## config.mk

```make
export PLATFORM = sky130hd
export DESIGN_NAME = distinct_pattern_counter
export DESIGN_NICKNAME = d
export VERILOG_FILES = /design/src/design/dpc_pkg.sv /design/src/design/distinct_pattern_counter.sv
export SDC_FILE = /design/constraint.sdc
export NUM_CORES = 2
export LEC_CHECK = 0
export BUFFER_PORTS_ARGS = -buffer_cell sky130_fd_sc_hd__buf_2
export CAP_MARGIN = 0
export CELL_PAD_IN_SITES_DETAIL_PLACEMENT = 0
export CELL_PAD_IN_SITES_GLOBAL_PLACEMENT = 1
export CORE_ASPECT_RATIO = 0.6
export CORE_MARGIN = 2
export CORE_UTILIZATION = 36
export DETAILED_ROUTE_END_ITERATION = 8
export GPL_TIMING_DRIVEN = 0
export PLACE_DENSITY = 0.63
export SYNTH_ARGS = -nofsm -noshare
export SYNTH_HDL_FRONTEND = slang
export SYNTH_SLANG_ARGS = --single-unit
```

## constraint.sdc

```tcl
create_clock -name clock -period 9.4 [get_ports clock]
set_input_delay 2.35 -clock clock [delete_from_list [all_inputs] [get_ports clock]]
set_output_delay 2.35 -clock clock [all_outputs]
set_load 0.005 [all_outputs]
```

## src/design/dpc_pkg.sv

```systemverilog
// ---------------------------------------------------------------------------
// dpc_pkg
// Shared types and constants of the distinct pattern counter.
// ---------------------------------------------------------------------------
package dpc_pkg;

   typedef enum logic {
      CSR_PATTERN_LENGTH    = 1'b0,
      CSR_LETTER_DIRECTIONS = 1'b1
   } csr_index_type;

   localparam int DIRECTION_BITS = 16;
   localparam int LETTER_WIDTH   = 5;
   localparam int K_WIDTH        = 3;
   localparam int RESULT_WIDTH   = 10;
   localparam logic [K_WIDTH-1:0] K_RESET = 3'd3;

   localparam logic [31:0] FACT_TABLE [0:12] = '{
      32'd1, 32'd1, 32'd2, 32'd6, 32'd24, 32'd120, 32'd720, 32'd5040,
      32'd40320, 32'd362880, 32'd3628800, 32'd39916800, 32'd479001600
   };

endpackage

```

## src/design/distinct_pattern_counter.sv

```systemverilog
// ---------------------------------------------------------------------------
// distinct_pattern_counter
// Counts the distinct k-patterns of a tie-broken letter permutation.
// ---------------------------------------------------------------------------
// Operation: a letter without last is stored and the block stays idle. After
// the last letter the block ranks n positions (one letter memory port), clears
// k! seen bits, then checks each k-subset (one rank memory port, one seen
// read-modify-write) until all subsets or all k! codes are seen; a word shorter
// than k skips all this. The result strobe follows; the receiver cannot stall.
// Reset: synchronous, clears control state and the letter directions, sets the pattern length to K_RESET.
module distinct_pattern_counter #(
   parameter int MAX_WORD_LENGTH    = 64,
   parameter int MAX_PATTERN_LENGTH = 6,
   parameter int MAX_LETTERS        = 16
) (
   input  logic                                clock,
   input  logic                                reset,
   input  logic                                start,
   output logic                                busy,
   input  logic [dpc_pkg::LETTER_WIDTH-1:0]    req_letter,
   input  logic                                req_last,
   output logic                                rsp_valid,
   output logic [dpc_pkg::RESULT_WIDTH-1:0]    rsp_distinct_patterns,
   output logic                                rsp_overlong,
   input  logic                                csr_valid,
   output logic                                csr_ready,
   input  dpc_pkg::csr_index_type              csr_index,
   input  logic [dpc_pkg::DIRECTION_BITS-1:0]  csr_wdata
);

   localparam int IW    = (MAX_WORD_LENGTH > 1) ? $clog2(MAX_WORD_LENGTH) : 1;
   localparam int CW    = $clog2(MAX_WORD_LENGTH + 1);
   localparam int KW    = $clog2(MAX_PATTERN_LENGTH + 1);
   localparam int PIW   = (MAX_PATTERN_LENGTH > 1) ? $clog2(MAX_PATTERN_LENGTH) : 1;
   localparam int PW    = CW + KW + 1;
   localparam int SEEN  = int'(dpc_pkg::FACT_TABLE[MAX_PATTERN_LENGTH]);
   localparam int SW    = (SEEN > 1) ? $clog2(SEEN) : 1;
   localparam int NW    = $clog2(SEEN + 1);
   localparam int LW    = dpc_pkg::LETTER_WIDTH;
   localparam logic [CW-1:0] MAXW = CW'(MAX_WORD_LENGTH);
   localparam logic [KW-1:0] MAXK = KW'(MAX_PATTERN_LENGTH);

   typedef enum logic [3:0] {
      S_LOAD, S_RK_FETCH, S_RK_LATCH, S_RK_SCAN, S_CLEAR, S_EN_ISSUE,
      S_EN_GATHER, S_EN_CODE, S_EN_SUM, S_SEEN_RD, S_SEEN_CHK, S_RESULT
   } state_type;

   state_type                            state_ff;
   logic [dpc_pkg::K_WIDTH-1:0]          k_cfg_ff;
   logic [dpc_pkg::DIRECTION_BITS-1:0]   dir_ff;
   logic [CW-1:0]                        wlen_ff;
   logic                                 ovf_ff;
   logic [KW-1:0]                        k_ff;
   logic [NW-1:0]                        all_ff;
   logic [NW-1:0]                        cnt_ff;
   logic [CW-1:0]                        ri_ff, rj_ff, rjd_ff, rcnt_ff;
   logic [LW-1:0]                        li_ff;
   logic [SW-1:0]                        clr_ff, code_ff;
   logic [KW-1:0]                        ei_ff, eid_ff;
   logic [IW-1:0]                        p_ff [MAX_PATTERN_LENGTH];
   logic [CW-1:0]                        ch_ff [MAX_PATTERN_LENGTH];
   logic [PIW-1:0]                       c_ff [MAX_PATTERN_LENGTH];
   logic                                 rsp_valid_ff;

   logic [LW-1:0]  letter_mem [MAX_WORD_LENGTH];
   logic [CW-1:0]  rank_mem [MAX_WORD_LENGTH];
   logic           seen_mem [SEEN];
   logic [LW-1:0]  letter_q;
   logic [CW-1:0]  rank_q;
   logic           seen_q;

   logic [IW-1:0]  lt_rd_addr, rk_rd_addr;
   logic [CW-1:0]  n_last;
   logic [KW-1:0]  k_eff;
   logic           asc, hit;
   logic [PIW-1:0] c_in [MAX_PATTERN_LENGTH];
   logic [SW-1:0]  code_in;
   logic           adv_found;
   logic [PW-1:0]  adv_base;
   logic [PIW-1:0] adv_d;
   logic [IW-1:0]  p_next [MAX_PATTERN_LENGTH];

   assign busy      = (state_ff != S_LOAD);
   assign csr_ready = 1'b1;
   assign rsp_valid = rsp_valid_ff;
   assign rsp_distinct_patterns = dpc_pkg::RESULT_WIDTH'(cnt_ff);
   assign rsp_overlong = ovf_ff;

   assign n_last = (wlen_ff < MAXW) ? wlen_ff + 1'b1 : wlen_ff;

   always_comb begin
      if (k_cfg_ff == '0) begin
         k_eff = KW'(1);
      end else if (KW'(k_cfg_ff) > MAXK || {1'b0, k_cfg_ff} > 4'(MAX_PATTERN_LENGTH)) begin
         k_eff = MAXK;
      end else begin
         k_eff = KW'(k_cfg_ff);
      end
   end

   always_comb begin
      case (state_ff)
         S_RK_FETCH: lt_rd_addr = ri_ff[IW-1:0];
         S_RK_LATCH: lt_rd_addr = '0;
         default:    lt_rd_addr = rj_ff[IW-1:0];
      endcase
      if (state_ff == S_EN_ISSUE) begin
         rk_rd_addr = p_ff[0];
      end else begin
         rk_rd_addr = (ei_ff < MAXK) ? p_ff[ei_ff[PIW-1:0]] : '0;
      end
   end

   always_comb begin
      asc = 1'b0;
      if (li_ff >= LW'(1) && int'(li_ff) <= MAX_LETTERS
          && int'(li_ff) <= dpc_pkg::DIRECTION_BITS) begin
         asc = dir_ff[4'(li_ff - LW'(1))];
      end
      if (rjd_ff == ri_ff) begin
         hit = 1'b0;
      end else if (letter_q != li_ff) begin
         hit = letter_q < li_ff;
      end else begin
         hit = asc ? (rjd_ff < ri_ff) : (rjd_ff > ri_ff);
      end
   end

   always_comb begin
      for (int i = 0; i < MAX_PATTERN_LENGTH; i++) begin
         c_in[i] = '0;
         for (int j = i + 1; j < MAX_PATTERN_LENGTH; j++) begin
            if (KW'(j) < k_ff && ch_ff[j] < ch_ff[i]) begin
               c_in[i] = c_in[i] + 1'b1;
            end
         end
      end
   end

   always_comb begin
      code_in = '0;
      for (int i = 0; i < MAX_PATTERN_LENGTH; i++) begin
         if (KW'(i) < k_ff) begin
            code_in = code_in + SW'(c_ff[i] * dpc_pkg::FACT_TABLE[int'(k_ff) - 1 - i]);
         end
      end
   end

   always_comb begin
      adv_found = 1'b0;
      adv_base  = '0;
      adv_d     = '0;
      for (int d = 0; d < MAX_PATTERN_LENGTH; d++) begin
         if (KW'(d) < k_ff
             && PW'(p_ff[d]) + PW'(k_ff) < PW'(wlen_ff) + PW'(d)) begin
            adv_found = 1'b1;
            adv_d     = PIW'(d);
            adv_base  = PW'(p_ff[d]) + PW'(1) - PW'(d);
         end
      end
      for (int j = 0; j < MAX_PATTERN_LENGTH; j++) begin
         p_next[j] = (PIW'(j) >= adv_d) ? IW'(adv_base + PW'(j)) : p_ff[j];
      end
   end

   always_ff @(posedge clock) begin
      letter_q <= letter_mem[lt_rd_addr];
      if (state_ff == S_LOAD && start && wlen_ff < MAXW) begin
         letter_mem[wlen_ff[IW-1:0]] <= req_letter;
      end
   end

   always_ff @(posedge clock) begin
      rank_q <= rank_mem[rk_rd_addr];
      if (state_ff == S_RK_SCAN && rjd_ff == wlen_ff - 1'b1) begin
         rank_mem[ri_ff[IW-1:0]] <= rcnt_ff + CW'(hit);
      end
   end

   always_ff @(posedge clock) begin
      seen_q <= seen_mem[code_ff];
      if (state_ff == S_CLEAR) begin
         seen_mem[clr_ff] <= 1'b0;
      end else if (state_ff == S_SEEN_CHK && !seen_q) begin
         seen_mem[code_ff] <= 1'b1;
      end
   end

   always_ff @(posedge clock) begin
      if (reset) begin
         state_ff     <= S_LOAD;
         k_cfg_ff     <= dpc_pkg::K_RESET;
         dir_ff       <= '0;
         wlen_ff      <= '0;
         ovf_ff       <= 1'b0;
         cnt_ff       <= '0;
         rsp_valid_ff <= 1'b0;
      end else begin
         rsp_valid_ff <= 1'b0;
         if (csr_valid && csr_ready) begin
            case (csr_index)
               dpc_pkg::CSR_PATTERN_LENGTH:    k_cfg_ff <= csr_wdata[dpc_pkg::K_WIDTH-1:0];
               dpc_pkg::CSR_LETTER_DIRECTIONS: dir_ff   <= csr_wdata;
               default: ;
            endcase
         end
         case (state_ff)
            S_LOAD: begin
               if (start) begin
                  if (wlen_ff < MAXW) begin
                     wlen_ff <= wlen_ff + 1'b1;
                  end else begin
                     ovf_ff <= 1'b1;
                  end
                  if (req_last) begin
                     if (wlen_ff == MAXW) begin
                        ovf_ff <= 1'b1;
                     end
                     k_ff   <= k_eff;
                     all_ff <= NW'(dpc_pkg::FACT_TABLE[k_eff]);
                     cnt_ff <= '0;
                     ri_ff  <= '0;
                     clr_ff <= '0;
                     state_ff <= (n_last < CW'(k_eff)) ? S_RESULT : S_RK_FETCH;
                  end
               end
            end
            S_RK_FETCH: state_ff <= S_RK_LATCH;
            S_RK_LATCH: begin
               li_ff   <= letter_q;
               rj_ff   <= CW'(1);
               rjd_ff  <= '0;
               rcnt_ff <= CW'(1);
               state_ff <= S_RK_SCAN;
            end
            S_RK_SCAN: begin
               rcnt_ff <= rcnt_ff + CW'(hit);
               rj_ff   <= rj_ff + 1'b1;
               rjd_ff  <= rjd_ff + 1'b1;
               if (rjd_ff == wlen_ff - 1'b1) begin
                  ri_ff <= ri_ff + 1'b1;
                  state_ff <= (ri_ff == wlen_ff - 1'b1) ? S_CLEAR : S_RK_FETCH;
               end
            end
            S_CLEAR: begin
               clr_ff <= clr_ff + 1'b1;
               if (NW'(clr_ff) == all_ff - 1'b1) begin
                  for (int i = 0; i < MAX_PATTERN_LENGTH; i++) begin
                     p_ff[i] <= IW'(i);
                  end
                  state_ff <= S_EN_ISSUE;
               end
            end
            S_EN_ISSUE: begin
               ei_ff  <= KW'(1);
               eid_ff <= '0;
               state_ff <= S_EN_GATHER;
            end
            S_EN_GATHER: begin
               ch_ff[eid_ff[PIW-1:0]] <= rank_q;
               ei_ff  <= ei_ff + 1'b1;
               eid_ff <= eid_ff + 1'b1;
               if (eid_ff == k_ff - 1'b1) begin
                  state_ff <= S_EN_CODE;
               end
            end
            S_EN_CODE: begin
               c_ff <= c_in;
               state_ff <= S_EN_SUM;
            end
            S_EN_SUM: begin
               code_ff <= code_in;
               state_ff <= S_SEEN_RD;
            end
            S_SEEN_RD: state_ff <= S_SEEN_CHK;
            S_SEEN_CHK: begin
               cnt_ff <= cnt_ff + NW'(!seen_q);
               p_ff   <= p_next;
               if (cnt_ff + NW'(!seen_q) == all_ff || !adv_found) begin
                  state_ff <= S_RESULT;
               end else begin
                  state_ff <= S_EN_ISSUE;
               end
            end
            S_RESULT: begin
               rsp_valid_ff <= 1'b1;
               wlen_ff  <= '0;
               state_ff <= S_LOAD;
            end
            default: state_ff <= S_LOAD;
         endcase
         if (rsp_valid_ff) begin
            ovf_ff  <= 1'b0;
         end
      end
   end

endmodule

```

Word level (Yosys, flattened, before mapping)
Memory sizes are Yosys's and may differ from the RTL's. A register that Yosys moved wholly into a read port is not among the register bits.
Index checks and enable logic that the tools add are counted.
{"block": "op_classes", "n_mul": 5, "n_bitwise": 9, "n_lt_le_gt_ge": 50, "addsub": 59, "n_mux": 113, "reduce_logical": 63, "eq_ne": 30}
{"op": "2-to-1 mux 32 bit", "n": 10}
{"op": "greater-or-equal comparator 32 x 5 -> 1 bit (second input constant)", "n": 5}
{"op": "multiplier 3 x 32 -> 10 bit", "n": 5}
{"op": "NOT 32 bit", "n": 5}
{"op": "less-than comparator 7 bit", "n": 17}
{"op": "2-to-1 mux 6 bit", "n": 16}
{"op": "2-to-1 mux 10 bit", "n": 8}
{"op": "one-hot mux 36 bit (2 select lines)", "n": 1}
{"op": "one-hot mux 7 bit (2 select lines)", "n": 5}
{"op": "subtractor 32 x 3 -> 32 bit (second input constant)", "n": 2}
{"op": "2-to-1 mux 3 bit", "n": 17}
{"op": "one-hot mux 4 bit (11 select lines)", "n": 1}
{"op": "adder 6 x 1 -> 6 bit (second input constant)", "n": 7}
{"op": "adder 6 x 3 -> 7 bit", "n": 6}
{"op": "adder 10 bit", "n": 4}
{"op": "less-than comparator 7 x 8 -> 1 bit", "n": 5}
{"op": "one-hot mux 10 bit (2 select lines)", "n": 2}
{"op": "adder 3 x 1 -> 3 bit (second input constant)", "n": 12}
{"op": "2-to-1 mux 36 bit", "n": 1}
{"op": "2-to-1 mux 1 bit", "n": 35}
{"op": "2-to-1 mux 7 bit", "n": 5}
{"op": "AND reduction 4 bit", "n": 8}
{"op": "subtractor 32 x 2 -> 32 bit (second input constant)", "n": 1}
{"op": "subtractor 32 x 4 -> 32 bit (second input constant)", "n": 1}
{"op": "other kinds (63)", "n": 150}
{"block": "totals", "out_inout_bits": 14, "wordCells": 367, "mem_count": 10, "register_bits": 155, "ramBits": 1530, "romBits": 3072}
{"name": "seen_mem", "words": 720, "word_bits": 1, "read_ports": 1, "rd_ports_with_merged_regs": 1, "wr": 1, "line": "distinct_pattern_counter.sv:67", "rtl": "logic seen_mem [SEEN];"}
{"name": "(name not given)", "words": 16, "word_bits": 32, "read_ports": 1, "rd_ports_with_merged_regs": 1, "wr": 0, "line": "distinct_pattern_counter.sv:220", "rtl": "all_ff <= NW'(dpc_pkg::FACT_TABLE[k_eff]);"}
{"name": "(name not given)", "words": 16, "word_bits": 32, "read_ports": 1, "rd_ports_with_merged_regs": 0, "wr": 0, "line": "distinct_pattern_counter.sv:144", "rtl": "code_in = code_in + SW'(c_ff[i] * dpc_pkg::FACT_TABLE[int'(k_ff) - 1 - i]);"}
{"name": "(name not given)", "words": 16, "word_bits": 32, "read_ports": 1, "rd_ports_with_merged_regs": 0, "wr": 0, "line": "distinct_pattern_counter.sv:144"}
{"name": "(name not given)", "words": 16, "word_bits": 32, "read_ports": 1, "rd_ports_with_merged_regs": 0, "wr": 0, "line": "distinct_pattern_counter.sv:144"}
{"name": "(name not given)", "words": 16, "word_bits": 32, "read_ports": 1, "rd_ports_with_merged_regs": 0, "wr": 0, "line": "distinct_pattern_counter.sv:144"}
{"name": "+4 memories"}

Depth between registers and ports, before layout
{"block": "logic_depth", "depth_word": 15, "depth_mapped": 47, "mapped_depth_nobuf": 44}

Worst setup path after synthesis
No wires, ideal clock.
{"block": "synth_path", "path_type": "reg-to-reg", "start": "reg k_ff[1]", "end": "reg code_ff[9], data pin", "t_required_ns": 9.140, "slack_ns": -0.499, "period_less_slack_ns": 9.899, "setup_time_ns": 0.260, "stages_incl_launch_ff": 44, "arrival_time_ns": 9.639, "cell_sequence": "edfxtp_1 buf_2 inv_1 ha_1 clkbuf_1 buf_1 clkbuf_1 nand3_1 fa_1 inv_1 ha_1 fa_1 a21o_1 a21oi_1 xnor2_1 nand2_1 inv_1 fa_1 [... 8 more ...] inv_1 and3_1 nor3_1 a21oi_1 fa_1 inv_1 ha_1 a21oi_1 xnor2_1 mux2_2 ha_1 ha_1 o41ai_1 xor2_1 nor3_1 o2bb2ai_1 a32oi_1 xnor2_1"}
{"block": "synth_between", "elab_chain_cells": 15, "word_cells_on_any_way": 44}
{"item": "start, declared", "line": "distinct_pattern_counter.sv:53", "rtl": "logic [KW-1:0] k_ff;"}
{"item": "start signal, assigned", "line": "distinct_pattern_counter.sv:219", "rtl": "k_ff <= k_eff;"}
{"item": "subtractor 3 x 1 -> 4 bit"}
{"item": "subtractor 32 x 2 -> 32 bit / NOT 32 bit (equally long branches)", "line": "distinct_pattern_counter.sv:144"}
{"item": "NOT 32 bit (implied by the code) / memory read (16 x 32 bit) (equally long branches)"}
{"item": "memory read (16 x 32 bit) / 2-to-1 mux 32 bit (equally long branches)"}
{"item": "2-to-1 mux 32 bit (implied by the code)", "line": "distinct_pattern_counter.sv:144"}
{"item": "2-to-1 mux 32 bit (implied by the code) / multiplier 3 x 32 -> 10 bit (equally long branches)", "line": "distinct_pattern_counter.sv:144"}
{"item": "multiplier 3 x 32 -> 10 bit / 2-to-1 mux 10 bit (equally long branches)", "line": "distinct_pattern_counter.sv:144, distinct_pattern_counter.sv:143"}
{"item": "adder 10 bit", "line": "distinct_pattern_counter.sv:144"}
{"item": "2-to-1 mux 10 bit", "line": "distinct_pattern_counter.sv:143", "rtl": "if (KW'(i) < k_ff) begin"}
{"item": "adder 10 bit", "line": "distinct_pattern_counter.sv:144"}
{"item": "2-to-1 mux 10 bit", "line": "distinct_pattern_counter.sv:143"}
{"item": "adder 10 bit", "line": "distinct_pattern_counter.sv:144"}
{"item": "2-to-1 mux 10 bit", "line": "distinct_pattern_counter.sv:143"}
{"item": "adder 10 bit", "line": "distinct_pattern_counter.sv:144"}
{"item": "2-to-1 mux 10 bit (*)", "line": "distinct_pattern_counter.sv:143"}
{"item": "via code_in[9]", "line": "distinct_pattern_counter.sv:77", "rtl": "logic [SW-1:0] code_in;"}
{"item": "end signal, assigned", "line": "distinct_pattern_counter.sv:272", "rtl": "code_ff <= code_in;"}
{"item": "end, declared", "line": "distinct_pattern_counter.sv:58", "rtl": "logic [SW-1:0] clr_ff, code_ff;"}
Mark *: on every way through the listed nets, which the timed path passes. The rest lies on a longest branch. The select of a mux whose other input is x is not followed.
A chain may end at the register's enable or synchronous reset.

Worst setup path after layout
Same ends and word-level chain as after synthesis.

==> summary.txt <==
Clock tree
  • CTS Hold Buffers Added: 0
  • Clock sinks: between 1500 and 2000
  • Clock Path Buffers: 4
  • CTS Buf Count: about 170
  • Clock transition at path regs: around 60 ps
  • CTS H-tree lvls: 4
  • CTS tree: built
  • Root Buffer: clkbuf_16
  • Worst-Skew Late Latency: about 840 ps

Power
  • Maximum VDD drop: 0.207 mV
  • Clk pwr share: 33.4%
  • Seq pwr share: around 44%
  • Cell internal pwr: between 0.01 and 0.015 W
  • Gate power share: between 20% and 30%
  • Switching part of the total power: between 20% and 30%
  • Lkg Pwr: 30.0 nW
  • Switching pwr: roughly 0.006 W
  • PwrDens: ~220 nW/µm²

STA
  • Setup Skew: 84.7 ps
  • Final Max Slew Viols: 6
  • Slew headroom: -5.92%
  • Crit path time final: 9640 ps
  • Hold Slack: 441 ps
  • Endpoints failing setup: 1
  • Fin. Hold Viols: 0
  • RSZ-0062 raised after global routing: true
  • Final period utilization: 103%
  • Peak Freq: 0.104 GHz
  • Slew @ Worst Pin: 1580 ps
  • Final setup margin: -237 ps

Status
  • Violated checks: capacitance limit, slew limit, setup timing
  • Run status: finished with violations

Yosys
  • Yosys top cell by area: edfxtp_1
  • Avg Inst Size Synth: around 14 µm²
  • Post-synth EDFFs: 1647
  • Post-synthesis sequential area ratio: between 60% and 70%
  • Main synth FF type: edfxtp_1
  • Yosys reg bits: ~1700
  • Synth warn: 0
  • Gate Count Post-Synth: between 5000 and 6000
  • Top-count cell post-synth: edfxtp_1
  • Top cell type's share of synthesized area: 60.9%
  • Synth cell count leaders: edfxtp_1 (1647), nor2_1 (1035), nand2_1 (430), mux4_2 (402), ha_1 (276)
  • Largest cells by area after synthesis: edfxtp_1 (61%), mux4_2 (11%), nor2_1 (4.8%), ha_1 (4.3%), nand2_1 (2.0%)
  • Post-Syn Nets: 6145
  • Asr flop ratio synth: 0%
  • Post-synth cell types: a little under 90
  • Syn Std Cell Area: 81200 µm²

Finish
  • Area grow syn2layout: 13.9%
  • Cell area after layout: between 90000 and 100000 µm²
  • Final core occ: 41.4%
  • # nets final: about 6500
  • Share of layout cells above drive strength 1: approximately 17%
  • Filler cells: between 20000 and 25000
  • Post-route insts no fill: 9216

Setup path
  • Critical Path Start Type: flop
  • Arr. time, crit path: between 10000 and 15000 ps
  • R2R depth: 45
  • Worst R2R Start: k_ff[1]
  • RR Endpoint: code_ff[9]
  • Worst reg-to-reg setup slack: -240 ps
  • Data required, critical path: 9890 ps
  • CP endpoint kind: flop
  • Crit Path Category: reg -> reg
  • Critical Path Fanout Max: 8
  • CP max stage delay: 560 ps
  • Critical Path Source: k_ff[1]
  • Most common cell on crit path: ha_4
  • Crit path max-delay cell type: fa_1

Hold path
  • Hold crit path type: reg -> reg
  • Min-delay src: letter_q[4]
  • Endpoint, Worst Hold: li_ff[4]
  • Hold path depth: 0

Placed design
  • Port bufs: 38
  • Cell Area, Placed: 85800 µm²
  • Placed instance count: around 8900
  • Placement Setup Slack: -2710 ps
  • DPL Wire Length: about 170000 µm
  • Gp weighted congestion: 0.920

GRT
  • Antenna violations before repair: 13
  • Vias in the first global route: a little under 50000
  • Gr ovfl total: 0
  • Total track usage: about a fifth
  • Largest net degree at the start of global routing: 181
  • First-pass GRT wire length: about 360000 µm

Floorplan
  • Count of boundary I/O pins: 41
  • Row count: ~130
  • Die Y: between 300 and 400 µm
  • Die Area: 229000 µm²
  • Core area: around 220000 µm²
  • Starting Density: around 36%
  • Die Width: just over 600 µm

Job
  • Max-cap violations: 2

Detailed routing
  • Vias per cell: 5.59
  • Drt total wl: between 200000 and 250000 µm
  • DR WL/cell: approximately 27 µm
  • Initial drt markers: ~6900
  • DRC errors left: 0
  • Post-DRT Antenna Nets: 0
  • DRT Pass-1 Iters: 8
  • Via count: roughly 50000
[worst max-delay path: cells and delay by family (launching register included)]
kind | cells | cell delay, ps
AOI/OAI and AO/OA | 8 | 1300
xor gates and xnor gates | 6 | 1060
adders and majority gates | 12 | 4140
buffers and inverters | 9 | 1060
DFF | 1 | 320
muxes | 2 | 580
and+or+nand+nor | 8 | 840
[cell usage in the layout, fill, tap and decap left out, types with 63 or more instances in the layout]
master     count
nand3_1      116
and3_1        63
clkbuf_16    177
a22oi_1       68
xnor2_1      123
buf_2        123
inv_1        179
clkbuf_1     226
mux4_2       402
a21o_1        72
a21oi_1      127
nor2_1      1028
nand2_1      423
xor2_1        63
ha_1         248
edfxtp_1    1647
buf_4         88
[through the flow]
| step | setup TNS (ps) | power, W |
|---|---|---|
| 4_1_cts | -92.6 | 0.0199 |
| 6_report | -237 | 0.0200 |
| 2_1_floorplan | 0 | 0.0115 |
| 3_5_place_dp | -10840 | 0.0129 |
| 5_1_grt | -852 | 0.0207 |
| 3_3_place_gp | -4097230 | 0.0129 |
[final cells by class]
class / instances / area (µm²) / share of cell area [%]
Antenna cell: 1 / 2.50 / 0.00271
Buffer: 355 / 1620 / 1.75
Clock buffer: 214 / 4570 / 4.94
Clock inverter: 84 / 679 / 0.735
Inverter: 199 / 763 / 0.826
Multi-Input combinational cell: 3528 / 29300 / 31.7
Sequential cell: 1702 / 50600 / 54.7
Tap cell: 2992 / 3740 / 4.05
Timing Repair Buffer: 141 / 1190 / 1.29
[cell families after synthesis]
logic type,synth area share [%]
AND/OR/NAND/NOR,10.6
flip-flops,62.3
AO/OA/AOI/OAI,4.76
buffers and inverters,2.81
multiplexers,11.7
adder cells (fa/ha/maj),5.59
XOR/XNOR,2.29
other,0.00925
[sequential cells by signal, indices dropped and copies added (netlist names), 9 cells and up]
name and count:
letter_mem 320, code_ff 10, p_ff 36, rsp_distinct_patterns 10, dir_ff 16, c_ff 12, clr_ff 10, all_ff 9
ch_ff 42, seen_mem 720, rank_mem 448
[power by group through the flow]
stage	registers [W]	logic, W	clock network [W]
floorplan	0.00898	0.00251	0
finish	0.00882	0.00448	0.00668
global route	0.00882	0.00481	0.00708
CTS	0.00882	0.00429	0.00678
global placement	0.00908	0.00379	0
detailed placement	0.00898	0.00395	0
[layer usage]
metal / vias to the layer above / global-route usage, % / share of wire [%]
met2: 2427 / 27.6 / 38
li1: 22200 / - / -
met5: - / 0 / 0.074
met4: 4 / 3.68 / 1.6
met3: 268 / 6.03 / 11
met1: 26600 / 35.0 / 49
[worst max path at each step]
stage               cells after the start            end  slack, ps
floorplan                              40     code_ff[9]          6
global placement                       11  seen_mem[246]      -6360
detailed placement                     37     code_ff[9]      -2710
CTS                                    45     code_ff[9]        -90
global route                           46     code_ff[9]       -630
finish                                 45     code_ff[9]       -240
[repair_timing]
item	in CTS	in global routing
endpoints found under the setup margin	8	4
pin swaps	62	56
buffers inserted	53	18
resized for setup	125	49
(Power assumes the default switching activity.)
